<file path="src/rtl/core/base64_stream_codec_assert.svh">
// ----------------------------------------------------------------------------
// base64_stream_codec assertion macros
// Concurrent checks used by the codec modules; empty when SYNTH is set.
// ----------------------------------------------------------------------------
`ifndef BASE64_STREAM_CODEC_ASSERT_SVH
`define BASE64_STREAM_CODEC_ASSERT_SVH
`ifndef SYNTH
`define B64SC_ASSERT(lbl, clk, rst, prop, msg) \
  lbl: assert property (@(posedge clk) disable iff (rst) prop) else $error(msg);
`define B64SC_ASSERT_NEXT(lbl, clk, rst, ante, cons, msg) \
  lbl: assert property (@(posedge clk) disable iff (rst) ante |=> cons) else $error(msg);
`else
`define B64SC_ASSERT(lbl, clk, rst, prop, msg)
`define B64SC_ASSERT_NEXT(lbl, clk, rst, ante, cons, msg)
`endif
`endif

</file>
<file path="src/rtl/core/b64sc_pkg.sv">
// ----------------------------------------------------------------------------
// b64sc_pkg
// Shared types, constants and alphabet functions of the Base64 stream codec.
// ----------------------------------------------------------------------------
package b64sc_pkg;

  localparam int COUNT_BITS_DEF = 16;
  localparam int QUEUE_DEPTH    = 4;
  localparam int TOTAL_W        = 16;

  localparam logic [7:0] PAD_CHAR  = 8'h3D;  // '='
  localparam logic [6:0] BAD_VALUE = 7'd64;

  // register index decoded from paddr[2]
  localparam logic REG_MODE = 1'b0;

  typedef enum logic {
    MODE_ENCODE = 1'b0,
    MODE_DECODE = 1'b1
  } mode_t;

  // one queue entry: the words caused by a single input word
  typedef struct packed {
    logic [3:0][7:0]     bytes;
    logic [1:0]          last_idx;
    logic                has_byte;
    logic                last;
    logic                status;
    logic [TOTAL_W-1:0]  total;
  } b64sc_job_t;

  typedef struct packed {
    logic       valid;
    b64sc_job_t job;
  } b64sc_head_t;

  function automatic logic [7:0] enc_char(input logic [5:0] idx);
    logic [7:0] wide;
    wide = {2'b00, idx};
    if (idx < 6'd26) begin
      return wide + 8'h41;
    end else if (idx < 6'd52) begin
      return wide + 8'h47;
    end else if (idx < 6'd62) begin
      return wide - 8'd4;
    end else if (idx == 6'd62) begin
      return 8'h2B;
    end else begin
      return 8'h2F;
    end
  endfunction

  // value of an alphabet character, BAD_VALUE when foreign
  function automatic logic [6:0] dec_value(input logic [7:0] c);
    logic [7:0] diff;
    diff = 8'h00;
    if (c >= 8'h41 && c <= 8'h5A) begin
      diff = c - 8'h41;
      return diff[6:0];
    end else if (c >= 8'h61 && c <= 8'h7A) begin
      diff = c - 8'h47;
      return diff[6:0];
    end else if (c >= 8'h30 && c <= 8'h39) begin
      diff = c + 8'd4;
      return diff[6:0];
    end else if (c == 8'h2B) begin
      return 7'd62;
    end else if (c == 8'h2F) begin
      return 7'd63;
    end else begin
      return BAD_VALUE;
    end
  endfunction

endpackage

</file>
<file path="src/rtl/core/b64sc_in_if.sv">
// ----------------------------------------------------------------------------
// b64sc_in_if
// Input word channel of the codec: one byte or character per word.
// ----------------------------------------------------------------------------
interface b64sc_in_if;
  logic       valid;
  logic       ready;
  logic [7:0] in_byte;
  logic       in_last;

  modport source (output valid, output in_byte, output in_last, input ready);
  modport sink (input valid, input in_byte, input in_last, output ready);
endinterface

</file>
<file path="src/rtl/core/b64sc_out_if.sv">
// ----------------------------------------------------------------------------
// b64sc_out_if
// Result word channel of the codec: byte plus end-of-message status.
// ----------------------------------------------------------------------------
interface b64sc_out_if;
  logic        valid;
  logic        ready;
  logic [7:0]  out_byte;
  logic        has_byte;
  logic        out_last;
  logic        status;
  logic [15:0] total_count;

  modport source (output valid, output out_byte, output has_byte, output out_last,
                  output status, output total_count, input ready);
  modport sink (input valid, input out_byte, input has_byte, input out_last,
                input status, input total_count, output ready);
endinterface

</file>
<file path="src/rtl/core/base64_stream_codec.sv">
// ----------------------------------------------------------------------------
// base64_stream_codec
// Base64 encoder/decoder over a byte stream with an APB mode register.
// ----------------------------------------------------------------------------
// Usage: write mode (address 0, bit 0) while idle: 0 encodes, 1 decodes; the
// write also starts a fresh message. Feed words on feed (in_byte, in_last)
// and take words from result. Encode turns each 3 bytes into 4 characters,
// padding the final group with '='. Decode turns each 4-character quad into
// 3, 2 or 1 bytes. The word flagged out_last closes the message and carries
// status (1 = malformed text) and total_count (saturating byte count); when
// the message yields nothing it is a lone word with has_byte low.
// The job of an input word is written into a queue slot and then loaded
// into the result register. Throughput: the front takes one word a cycle
// while the 4-entry job queue has room; the back sends one result word a
// cycle while the receiver is ready, so the result register limits encode.
// Reset clears mode to encode and empties the queue and the result stage.
// A stalled receiver holds the result word; the queue then fills and feed
// ready drops until words drain again.
// ----------------------------------------------------------------------------
module base64_stream_codec #(
  parameter int COUNT_BITS = b64sc_pkg::COUNT_BITS_DEF
) (
  input  logic        clk,
  input  logic        rst,
  b64sc_in_if.sink    feed,
  b64sc_out_if.source result,
  input  logic        psel,
  input  logic        penable,
  input  logic        pwrite,
  input  logic [2:0]  paddr,
  input  logic [31:0] pwdata,
  output logic [31:0] prdata,
  output logic        pready
);

  b64sc_pkg::mode_t      mode;
  logic                  cfg_write;
  logic                  fire;
  logic                  push;
  logic                  pop;
  logic                  full;
  b64sc_pkg::b64sc_job_t job;
  b64sc_pkg::b64sc_head_t head;

  assign pready    = 1'b1;
  assign cfg_write = psel && penable && pwrite && (paddr[2] == b64sc_pkg::REG_MODE);
  assign prdata    = (paddr[2] == b64sc_pkg::REG_MODE) ? {31'd0, mode} : 32'd0;

  always_ff @(posedge clk) begin
    if (rst) begin
      mode <= b64sc_pkg::MODE_ENCODE;
    end else if (cfg_write) begin
      mode <= b64sc_pkg::mode_t'(pwdata[0]);
    end
  end

  assign feed.ready = !full;
  assign fire       = feed.valid && !full;

  b64sc_front #(
    .COUNT_BITS(COUNT_BITS)
  ) u_front (
    .clk     (clk),
    .rst     (rst),
    .clear   (cfg_write),
    .mode    (mode),
    .fire    (fire),
    .in_byte (feed.in_byte),
    .in_last (feed.in_last),
    .push    (push),
    .job     (job)
  );

  b64sc_queue u_queue (
    .clk  (clk),
    .rst  (rst),
    .push (push),
    .job  (job),
    .pop  (pop),
    .full (full),
    .head (head)
  );

  b64sc_back u_back (
    .clk     (clk),
    .rst     (rst),
    .head    (head),
    .pop     (pop),
    .oready  (result.ready),
    .ovalid  (result.valid),
    .obyte   (result.out_byte),
    .ohas    (result.has_byte),
    .olast   (result.out_last),
    .ostatus (result.status),
    .ototal  (result.total_count)
  );

endmodule

</file>
<file path="src/rtl/core/b64sc_front.sv">
// ----------------------------------------------------------------------------
// b64sc_front
// Classifies each accepted word, updates group state and builds one job.
// ----------------------------------------------------------------------------
module b64sc_front #(
  parameter int COUNT_BITS = b64sc_pkg::COUNT_BITS_DEF
) (
  input  logic                  clk,
  input  logic                  rst,
  input  logic                  clear,
  input  b64sc_pkg::mode_t      mode,
  input  logic                  fire,
  input  logic [7:0]            in_byte,
  input  logic                  in_last,
  output logic                  push,
  output b64sc_pkg::b64sc_job_t job
);

  logic [23:0]           group_bits;
  logic [1:0]            group_fill;
  logic [1:0]            pad_seen;
  logic                  decode_stopped;
  logic                  error_seen;
  logic [COUNT_BITS-1:0] emitted_count;

  logic [23:0]           group_bits_next;
  logic [1:0]            group_fill_next;
  logic [1:0]            pad_seen_next;
  logic                  decode_stopped_next;
  logic                  error_seen_next;
  logic [COUNT_BITS-1:0] emitted_count_next;

  logic [23:0]           enc_shift;
  logic [23:0]           enc_bits;
  logic [2:0]            fill_inc;
  logic [23:0]           dec_shift;
  logic [6:0]            value;
  logic                  is_pad;
  logic [2:0]            pad_inc;
  logic [1:0]            pad_new;
  logic [2:0]            n_words;
  logic [3:0][7:0]       words;
  logic [COUNT_BITS:0]   count_sum;
  logic [31:0]           count_wide;

  always_comb begin
    group_bits_next     = group_bits;
    group_fill_next     = group_fill;
    pad_seen_next       = pad_seen;
    decode_stopped_next = decode_stopped;
    error_seen_next     = error_seen;
    n_words             = 3'd0;
    words               = '0;
    fill_inc            = {1'b0, group_fill} + 3'd1;
    enc_shift           = {group_bits[15:0], in_byte};
    enc_bits            = enc_shift;
    value               = b64sc_pkg::dec_value(in_byte);
    is_pad              = (in_byte == b64sc_pkg::PAD_CHAR);
    pad_inc             = {1'b0, pad_seen} + 3'd1;
    pad_new             = pad_seen;
    dec_shift           = {group_bits[17:0], 6'd0};

    if (mode == b64sc_pkg::MODE_ENCODE) begin
      if (fill_inc == 3'd3 || in_last) begin
        case (fill_inc)
          3'd1:    enc_bits = {enc_shift[7:0], 16'd0};
          3'd2:    enc_bits = {enc_shift[15:0], 8'd0};
          default: enc_bits = enc_shift;
        endcase
        for (int k = 0; k < 4; k++) begin
          if (3'(k) > fill_inc) begin
            words[k] = b64sc_pkg::PAD_CHAR;
          end else begin
            words[k] = b64sc_pkg::enc_char(enc_bits[23 - 6*k -: 6]);
          end
        end
        n_words         = 3'd4;
        group_bits_next = '0;
        group_fill_next = '0;
      end else begin
        group_bits_next = enc_shift;
        group_fill_next = fill_inc[1:0];
      end
    end else if (!decode_stopped && !error_seen) begin
      if (group_fill == 2'd0 && value == b64sc_pkg::BAD_VALUE && !is_pad) begin
        decode_stopped_next = 1'b1;
      end else if (is_pad && pad_inc == 3'd3) begin
        error_seen_next = 1'b1;
      end else if (!is_pad && (value == b64sc_pkg::BAD_VALUE || pad_seen != 2'd0)) begin
        error_seen_next = 1'b1;
      end else begin
        // good character or an allowed '=' (value zero)
        if (is_pad) begin
          pad_new = pad_inc[1:0];
        end else begin
          dec_shift[5:0] = value[5:0];
        end
        if (fill_inc == 3'd4) begin
          words[0] = dec_shift[23:16];
          words[1] = dec_shift[15:8];
          words[2] = dec_shift[7:0];
          case (pad_new)
            2'd0:    n_words = 3'd3;
            2'd1:    n_words = 3'd2;
            default: n_words = 3'd1;
          endcase
          group_bits_next = '0;
          group_fill_next = '0;
          pad_seen_next   = '0;
        end else begin
          group_bits_next = dec_shift;
          group_fill_next = fill_inc[1:0];
          pad_seen_next   = pad_new;
        end
      end
    end

    // message ending inside a quad
    if (in_last && mode == b64sc_pkg::MODE_DECODE && !decode_stopped_next &&
        !error_seen_next && group_fill_next != 2'd0) begin
      error_seen_next = 1'b1;
    end

    count_sum = {1'b0, emitted_count} + (COUNT_BITS+1)'(n_words);
    if (count_sum[COUNT_BITS]) begin
      emitted_count_next = '1;
    end else begin
      emitted_count_next = count_sum[COUNT_BITS-1:0];
    end
    count_wide = 32'(emitted_count_next);

    push         = fire && (n_words != 3'd0 || in_last);
    job.bytes    = words;
    job.last_idx = (n_words == 3'd0) ? 2'd0 : 2'(n_words - 3'd1);
    job.has_byte = (n_words != 3'd0);
    job.last     = in_last;
    job.status   = error_seen_next;
    job.total    = count_wide[b64sc_pkg::TOTAL_W-1:0];
  end

  always_ff @(posedge clk) begin
    if (rst || clear || (fire && in_last)) begin
      group_bits     <= '0;
      group_fill     <= '0;
      pad_seen       <= '0;
      decode_stopped <= 1'b0;
      error_seen     <= 1'b0;
      emitted_count  <= '0;
    end else if (fire) begin
      group_bits     <= group_bits_next;
      group_fill     <= group_fill_next;
      pad_seen       <= pad_seen_next;
      decode_stopped <= decode_stopped_next;
      error_seen     <= error_seen_next;
      emitted_count  <= emitted_count_next;
    end
  end

endmodule

</file>
<file path="src/rtl/core/b64sc_queue.sv">
// ----------------------------------------------------------------------------
// b64sc_queue
// Short job queue between the classifying front and the emitting back.
// ----------------------------------------------------------------------------
`include "base64_stream_codec_assert.svh"

module b64sc_queue (
  input  logic                   clk,
  input  logic                   rst,
  input  logic                   push,
  input  b64sc_pkg::b64sc_job_t  job,
  input  logic                   pop,
  output logic                   full,
  output b64sc_pkg::b64sc_head_t head
);

  localparam int DEPTH = b64sc_pkg::QUEUE_DEPTH;
  localparam int PTR_W = $clog2(DEPTH);
  localparam int CNT_W = $clog2(DEPTH + 1);

  b64sc_pkg::b64sc_job_t slots [DEPTH];
  logic [PTR_W-1:0]      wr_ptr;
  logic [PTR_W-1:0]      rd_ptr;
  logic [CNT_W-1:0]      count;

  assign full       = (count == CNT_W'(DEPTH));
  assign head.valid = (count != '0);
  assign head.job   = slots[rd_ptr];

  always_ff @(posedge clk) begin
    if (push) begin
      slots[wr_ptr] <= job;
    end
  end

  always_ff @(posedge clk) begin
    if (rst) begin
      wr_ptr <= '0;
      rd_ptr <= '0;
      count  <= '0;
    end else begin
      if (push) begin
        wr_ptr <= (wr_ptr == PTR_W'(DEPTH - 1)) ? '0 : wr_ptr + 1'b1;
      end
      if (pop) begin
        rd_ptr <= (rd_ptr == PTR_W'(DEPTH - 1)) ? '0 : rd_ptr + 1'b1;
      end
      case ({push, pop})
        2'b10:   count <= count + 1'b1;
        2'b01:   count <= count - 1'b1;
        default: count <= count;
      endcase
    end
  end

  `B64SC_ASSERT(a_no_overflow, clk, rst, push |-> !full, "job pushed into a full queue")
  `B64SC_ASSERT(a_no_underflow, clk, rst, pop |-> head.valid, "job popped from an empty queue")
  `B64SC_ASSERT_NEXT(a_count_up, clk, rst, push && !pop, count == $past(count) + 1'b1, "queue count lost a push")

endmodule

</file>
<file path="src/rtl/core/b64sc_back.sv">
// ----------------------------------------------------------------------------
// b64sc_back
// Walks the head job into the registered result stage, one word a cycle while the receiver is ready.
// ----------------------------------------------------------------------------
`include "base64_stream_codec_assert.svh"

module b64sc_back (
  input  logic                   clk,
  input  logic                   rst,
  input  b64sc_pkg::b64sc_head_t head,
  output logic                   pop,
  input  logic                   oready,
  output logic                   ovalid,
  output logic [7:0]             obyte,
  output logic                   ohas,
  output logic                   olast,
  output logic                   ostatus,
  output logic [15:0]            ototal
);

  logic [1:0] idx;
  logic       load;
  logic       final_word;

  assign load       = head.valid && (!ovalid || oready);
  assign final_word = (idx == head.job.last_idx);
  assign pop        = load && final_word;

  always_ff @(posedge clk) begin
    if (rst) begin
      ovalid <= 1'b0;
      idx    <= '0;
    end else begin
      if (load) begin
        ovalid <= 1'b1;
        idx    <= final_word ? 2'd0 : idx + 2'd1;
      end else if (oready) begin
        ovalid <= 1'b0;
      end
    end
  end

  // payload: status and count only ride on the final word of a message
  always_ff @(posedge clk) begin
    if (load) begin
      obyte   <= head.job.bytes[idx];
      ohas    <= head.job.has_byte;
      olast   <= head.job.last && final_word;
      ostatus <= head.job.status && head.job.last && final_word;
      ototal  <= (head.job.last && final_word) ? head.job.total : 16'd0;
    end
  end

  `B64SC_ASSERT(a_marker_is_final, clk, rst, ovalid && !ohas |-> olast, "empty word is not final")
  `B64SC_ASSERT(a_status_on_final, clk, rst, ovalid && !olast |-> !ostatus && ototal == 16'd0, "status outside final word")
  `B64SC_ASSERT_NEXT(a_hold_word, clk, rst, ovalid && !oready, ovalid, "result word dropped while stalled")

endmodule

</file>
<file path="src/flat_wrapper.sv">
// flat-port wrapper written by rule: the top's interface ports become plain ports
module base64_stream_codec_flat 
#(
  parameter int COUNT_BITS = b64sc_pkg::COUNT_BITS_DEF
)
  (clk, rst, psel, penable, pwrite, paddr, pwdata, prdata, pready, feed_valid, feed_in_byte, feed_in_last, feed_ready, result_valid, result_out_byte, result_has_byte, result_out_last, result_status, result_total_count, result_ready);
  b64sc_in_if feed_i ();
  b64sc_out_if result_i ();
  input  logic clk;
  input  logic rst;
  input  logic psel;
  input  logic penable;
  input  logic pwrite;
  input  logic [2:0] paddr;
  input  logic [31:0] pwdata;
  output logic [31:0] prdata;
  output logic pready;
  input wire logic [$bits(feed_i.valid)-1:0] feed_valid;
  input wire logic [$bits(feed_i.in_byte)-1:0] feed_in_byte;
  input wire logic [$bits(feed_i.in_last)-1:0] feed_in_last;
  output wire logic [$bits(feed_i.ready)-1:0] feed_ready;
  output wire logic [$bits(result_i.valid)-1:0] result_valid;
  output wire logic [$bits(result_i.out_byte)-1:0] result_out_byte;
  output wire logic [$bits(result_i.has_byte)-1:0] result_has_byte;
  output wire logic [$bits(result_i.out_last)-1:0] result_out_last;
  output wire logic [$bits(result_i.status)-1:0] result_status;
  output wire logic [$bits(result_i.total_count)-1:0] result_total_count;
  input wire logic [$bits(result_i.ready)-1:0] result_ready;
  assign feed_i.valid = feed_valid;
  assign feed_i.in_byte = feed_in_byte;
  assign feed_i.in_last = feed_in_last;
  assign feed_ready = feed_i.ready;
  assign result_valid = result_i.valid;
  assign result_out_byte = result_i.out_byte;
  assign result_has_byte = result_i.has_byte;
  assign result_out_last = result_i.out_last;
  assign result_status = result_i.status;
  assign result_total_count = result_i.total_count;
  assign result_i.ready = result_ready;
  base64_stream_codec #(.COUNT_BITS(COUNT_BITS)) u_core (.clk(clk), .rst(rst), .feed(feed_i), .result(result_i), .psel(psel), .penable(penable), .pwrite(pwrite), .paddr(paddr), .pwdata(pwdata), .prdata(prdata), .pready(pready));
endmodule
</file>
<file path="config.mk">
export PLATFORM = sky130hd
export DESIGN_NAME = base64_stream_codec_flat
export DESIGN_NICKNAME = d
export VERILOG_FILES = /design/src/rtl/core/b64sc_pkg.sv /design/src/rtl/core/b64sc_in_if.sv /design/src/rtl/core/b64sc_out_if.sv /design/src/rtl/core/base64_stream_codec.sv /design/src/rtl/core/b64sc_front.sv /design/src/rtl/core/b64sc_queue.sv /design/src/rtl/core/b64sc_back.sv /design/src/flat_wrapper.sv
export VERILOG_INCLUDE_DIRS = /design/src /design/src/rtl/core
export SDC_FILE = /design/constraint.sdc
export NUM_CORES = 1
export LEC_CHECK = 0
export ABC_AREA = 0
export BUFFER_PORTS_ARGS = -buffer_cell sky130_fd_sc_hd__clkbuf_2
export CAP_MARGIN = 20
export CELL_PAD_IN_SITES_DETAIL_PLACEMENT = 2
export CELL_PAD_IN_SITES_GLOBAL_PLACEMENT = 2
export CORE_ASPECT_RATIO = 0.7
export CORE_MARGIN = 1
export CORE_UTILIZATION = 42
export DETAILED_ROUTE_END_ITERATION = 6
export PLACE_DENSITY = 0.76
export SKIP_CTS_REPAIR_TIMING = 1
export SLEW_MARGIN = 20
export SYNTH_ARGS = -nofsm -noshare
export SYNTH_HDL_FRONTEND = slang
export SYNTH_SLANG_ARGS = --single-unit
</file>
<file path="constraint.sdc">
create_clock -name clk -period 6.1 [get_ports clk]
set_clock_uncertainty 0.15 [all_clocks]
set_input_delay 0.61 -clock clk [delete_from_list [all_inputs] [get_ports clk]]
set_output_delay 0.61 -clock clk [all_outputs]
set_load 0.02 [all_outputs]
</file>
==> run metrics <==
critical path's largest stage delay=890 ps; yosys warns=0; Synth top area share=49.1%; IO buf count=47; Routed Antenna Nets=0; hold_sp=pwdata[0]; Tmin final=5470 ps; area leader, netlist=edfxtp_1; Clock Pin Slew Worst Setup and Hold Paths=70 ps; number of I/O pins=around 110; worst vdd ir=201 µV; First-pass DRT Iterations=5; Core Area=33,800 µm²; Tcrit/Tclk final=89.7%; top cells by count, synth=239 x edfxtp_1, 99 x nand2_1, 73 x a21oi_1; reg2reg setup slack=940 ps; Die Height=158 µm; detailed-route via count=roughly 10,000; Sink Count=292; Reg area=around 8200 µm²; mean area per synthesized cell=roughly 13 µm²; share of cells above drive strength 1=18.9%; vias per cell=5.98; multi-input logic area=5820 µm²; Startpoint Class=input port; worst path cell trace=clkbuf_2 > ha_1 > a21o_1 > a41oi_2 > a311oi_2 > nand4_1 > nor4_1 > nor2_1 > buf_4 > nand2_1 > inv_1 > ha_1 > a21o_1 > a21oi_1 > nor4_1 > nand3_1 > mux2i_1 > nand2_1 > a21oi_1; initial antenna violation count=1; setup violators final=0; count leader, synth=edfxtp_1; WS Path Type=in2reg; drt drc=0; Clock Latency Late Sink=roughly 590 ps; Synth cell types=79; fin nets=around 1,300; status=finished, final reports clean; GR Overflow Total=0; worst-case clock buffer depth=3; sequential fraction of the synthesis area=~56%; TritonCTS Buffers=30; CP Capture Type=flip-flop; fillers=3,339; critical path's slowest cell=nor4_1; largest net degree at the start of global routing=54; Slew headroom=20.7%; worst-path maximum fanout=19; Synth async-reset ratio=0%; row count=56; critical path data arrival time=between 5000 and 6000 ps; synthesized instance count=between 1,000 and 1,500; Synth Flop Type=edfxtp_1; Cell Pwr Density=between 300 and 400 nW/µm²; WL per Instance=27.2 µm; Routed Wire Length=45,600 µm; number of DRC markers in iteration 0=around 750; CP Data Required Time=6450 ps; R2R Path Start=u_core.u_front.group_fill[0]; starting density of the core=a little over two fifths; worst-margin pin slew=1180 ps; Leak=5.85 nW; WHS=130 ps; Die X=approximately 230 µm; Area Overhead vs Synth=12.2%; die area=35,600 µm²; f_max=183 MHz; CP Launch Point=feed_in_byte[3]; H-tree Lvls=1; synthesized area=14,600 µm²; maxcap violations=0; Slew Limit Fails=0; DPL Wire Length=approximately 31,000 µm; flops & latches, synth=292; first-pass GRT wire length=68,500 µm; final hold violations=0; clk root buf=clkbuf_16; # diodes=0; Synth area leaders=edfxtp_1 49%, mux4_2 9.4%, dfxtp_1 7.3%; Post-synth EDFFs=239; total track usage=between 20% and 30%; number of global-route vias before repair=10,600; Final TNS setup=0 ps; CTS tree=done; RSZ-0062 raised after global routing=no; worst hold path type=in2reg; Routability Congestion=0.857
sequential cells by signal, indices dropped and copies added (netlist names), 2 cells and up, named ones only:
register                      cells
u_core.u_queue.count              3
u_core.u_front.emitted_count     16
u_core.u_front.group_fill         2
u_core.u_queue.slots            212
u_core.u_back.obyte               8
u_core.u_front.group_bits        18
u_core.u_back.idx                 2
u_core.u_back.ototal             16
u_core.u_front.pad_seen           2
u_core.u_queue.rd_ptr             2
u_core.u_queue.wr_ptr             2
metal layers:
layer / GRT usage [%] / wire (µm) / vias to the layer above / share of wire (%)
met5: 0 / 0 / - / 0
met4: 5.15 / 743 / 0 / 1.6
met3: 3.30 / 2440 / 50 / 5.3
met2: 41.2 / 21100 / 293 / 46
met1: 38.7 / 21300 / 5302 / 47
li1: - / - / 4409 / -
where the power goes:
part	switching (mW)	leakage [nW]	internal, mW	total (mW)
Sequential	0.166	2.66	2.45	2.62
Combinational	0.836	2.69	0.484	1.32
Clock	0.844	0.505	1.16	2.01
Total	1.85	5.85	4.10	5.94
cell type report:
type	instances	area share, %
Sequential cell	292	50.3
Multi-Input combinational cell	743	35.5
Clock buffer	30	4.58
Tap cell	464	3.54
Timing Repair Buffer	75	3.01
Clock inverter	26	1.98
Inverter	50	1.14
worst max-delay path: cells and delay by family:
| family | cells | cell delay [ps] |
|---|---|---|
| adder cells (fa/ha/maj) | 2 | 690 |
| AO/OA/AOI/OAI | 6 | 1230 |
| AND/OR/NAND/NOR | 7 | 2250 |
| multiplexers | 1 | 380 |
| buffers and inverters | 3 | 650 |
per-stage QoR:
stage | util (%) | area (µm²) | power [mW] | setup slack, ps | cells
3_5_place_dp | 45.3 | 15300 | 3.98 | 121 | 1623
4_1_cts | 48.4 | 16400 | 5.99 | 684 | 1679
3_3_place_gp | 45.3 | 15300 | 3.88 | 389 | 1623
5_1_grt | 48.5 | 16400 | 6.16 | 114 | 1680
2_1_floorplan | - | 14700 | 3.49 | 877 | 1180
6_report | 48.5 | 16400 | 5.94 | 629 | 1680
final timing paths:
kind	cells past startpoint	end
max	19	u_core.u_front.emitted_count[15]
min	3	u_core.mode
max reg2reg	12	u_core.u_queue.slots[0][24]
min reg2reg	2	u_core.u_front.emitted_count[2]
kinds of logic after synthesis:
logic type      share of synthesized area [%]
flops                                    56.3
fa+ha+maj                                4.04
buf+inv                                  4.79
other cells                            0.0514
mux                                      10.2
simple gates                             10.7
compound gates                           12.3
xor+xnor                                 1.62
placed cells by master, fill, tap and decap left out, drive strengths merged, types with 8 or more instances in the layout:
| cell type | count |
|---|---|
| a211oi | 22 |
| a21o | 12 |
| a21oi | 73 |
| a22o | 13 |
| a22oi | 13 |
| a31oi | 11 |
| and3 | 22 |
| buf | 28 |
| clkbuf | 77 |
| clkinv | 14 |
| conb | 32 |
| dfxtp | 53 |
| edfxtp | 239 |
| ha | 44 |
| inv | 49 |
| mux2i | 8 |
| mux4 | 61 |
| nand2 | 99 |
| nand2b | 10 |
| nand3 | 18 |
| nor2 | 64 |
| nor2b | 15 |
| nor3 | 26 |
| nor3b | 11 |
| o21a | 11 |
| o21ai | 41 |
| xnor2 | 22 |
No activity file was read; power rests on OpenSTA's default activity.
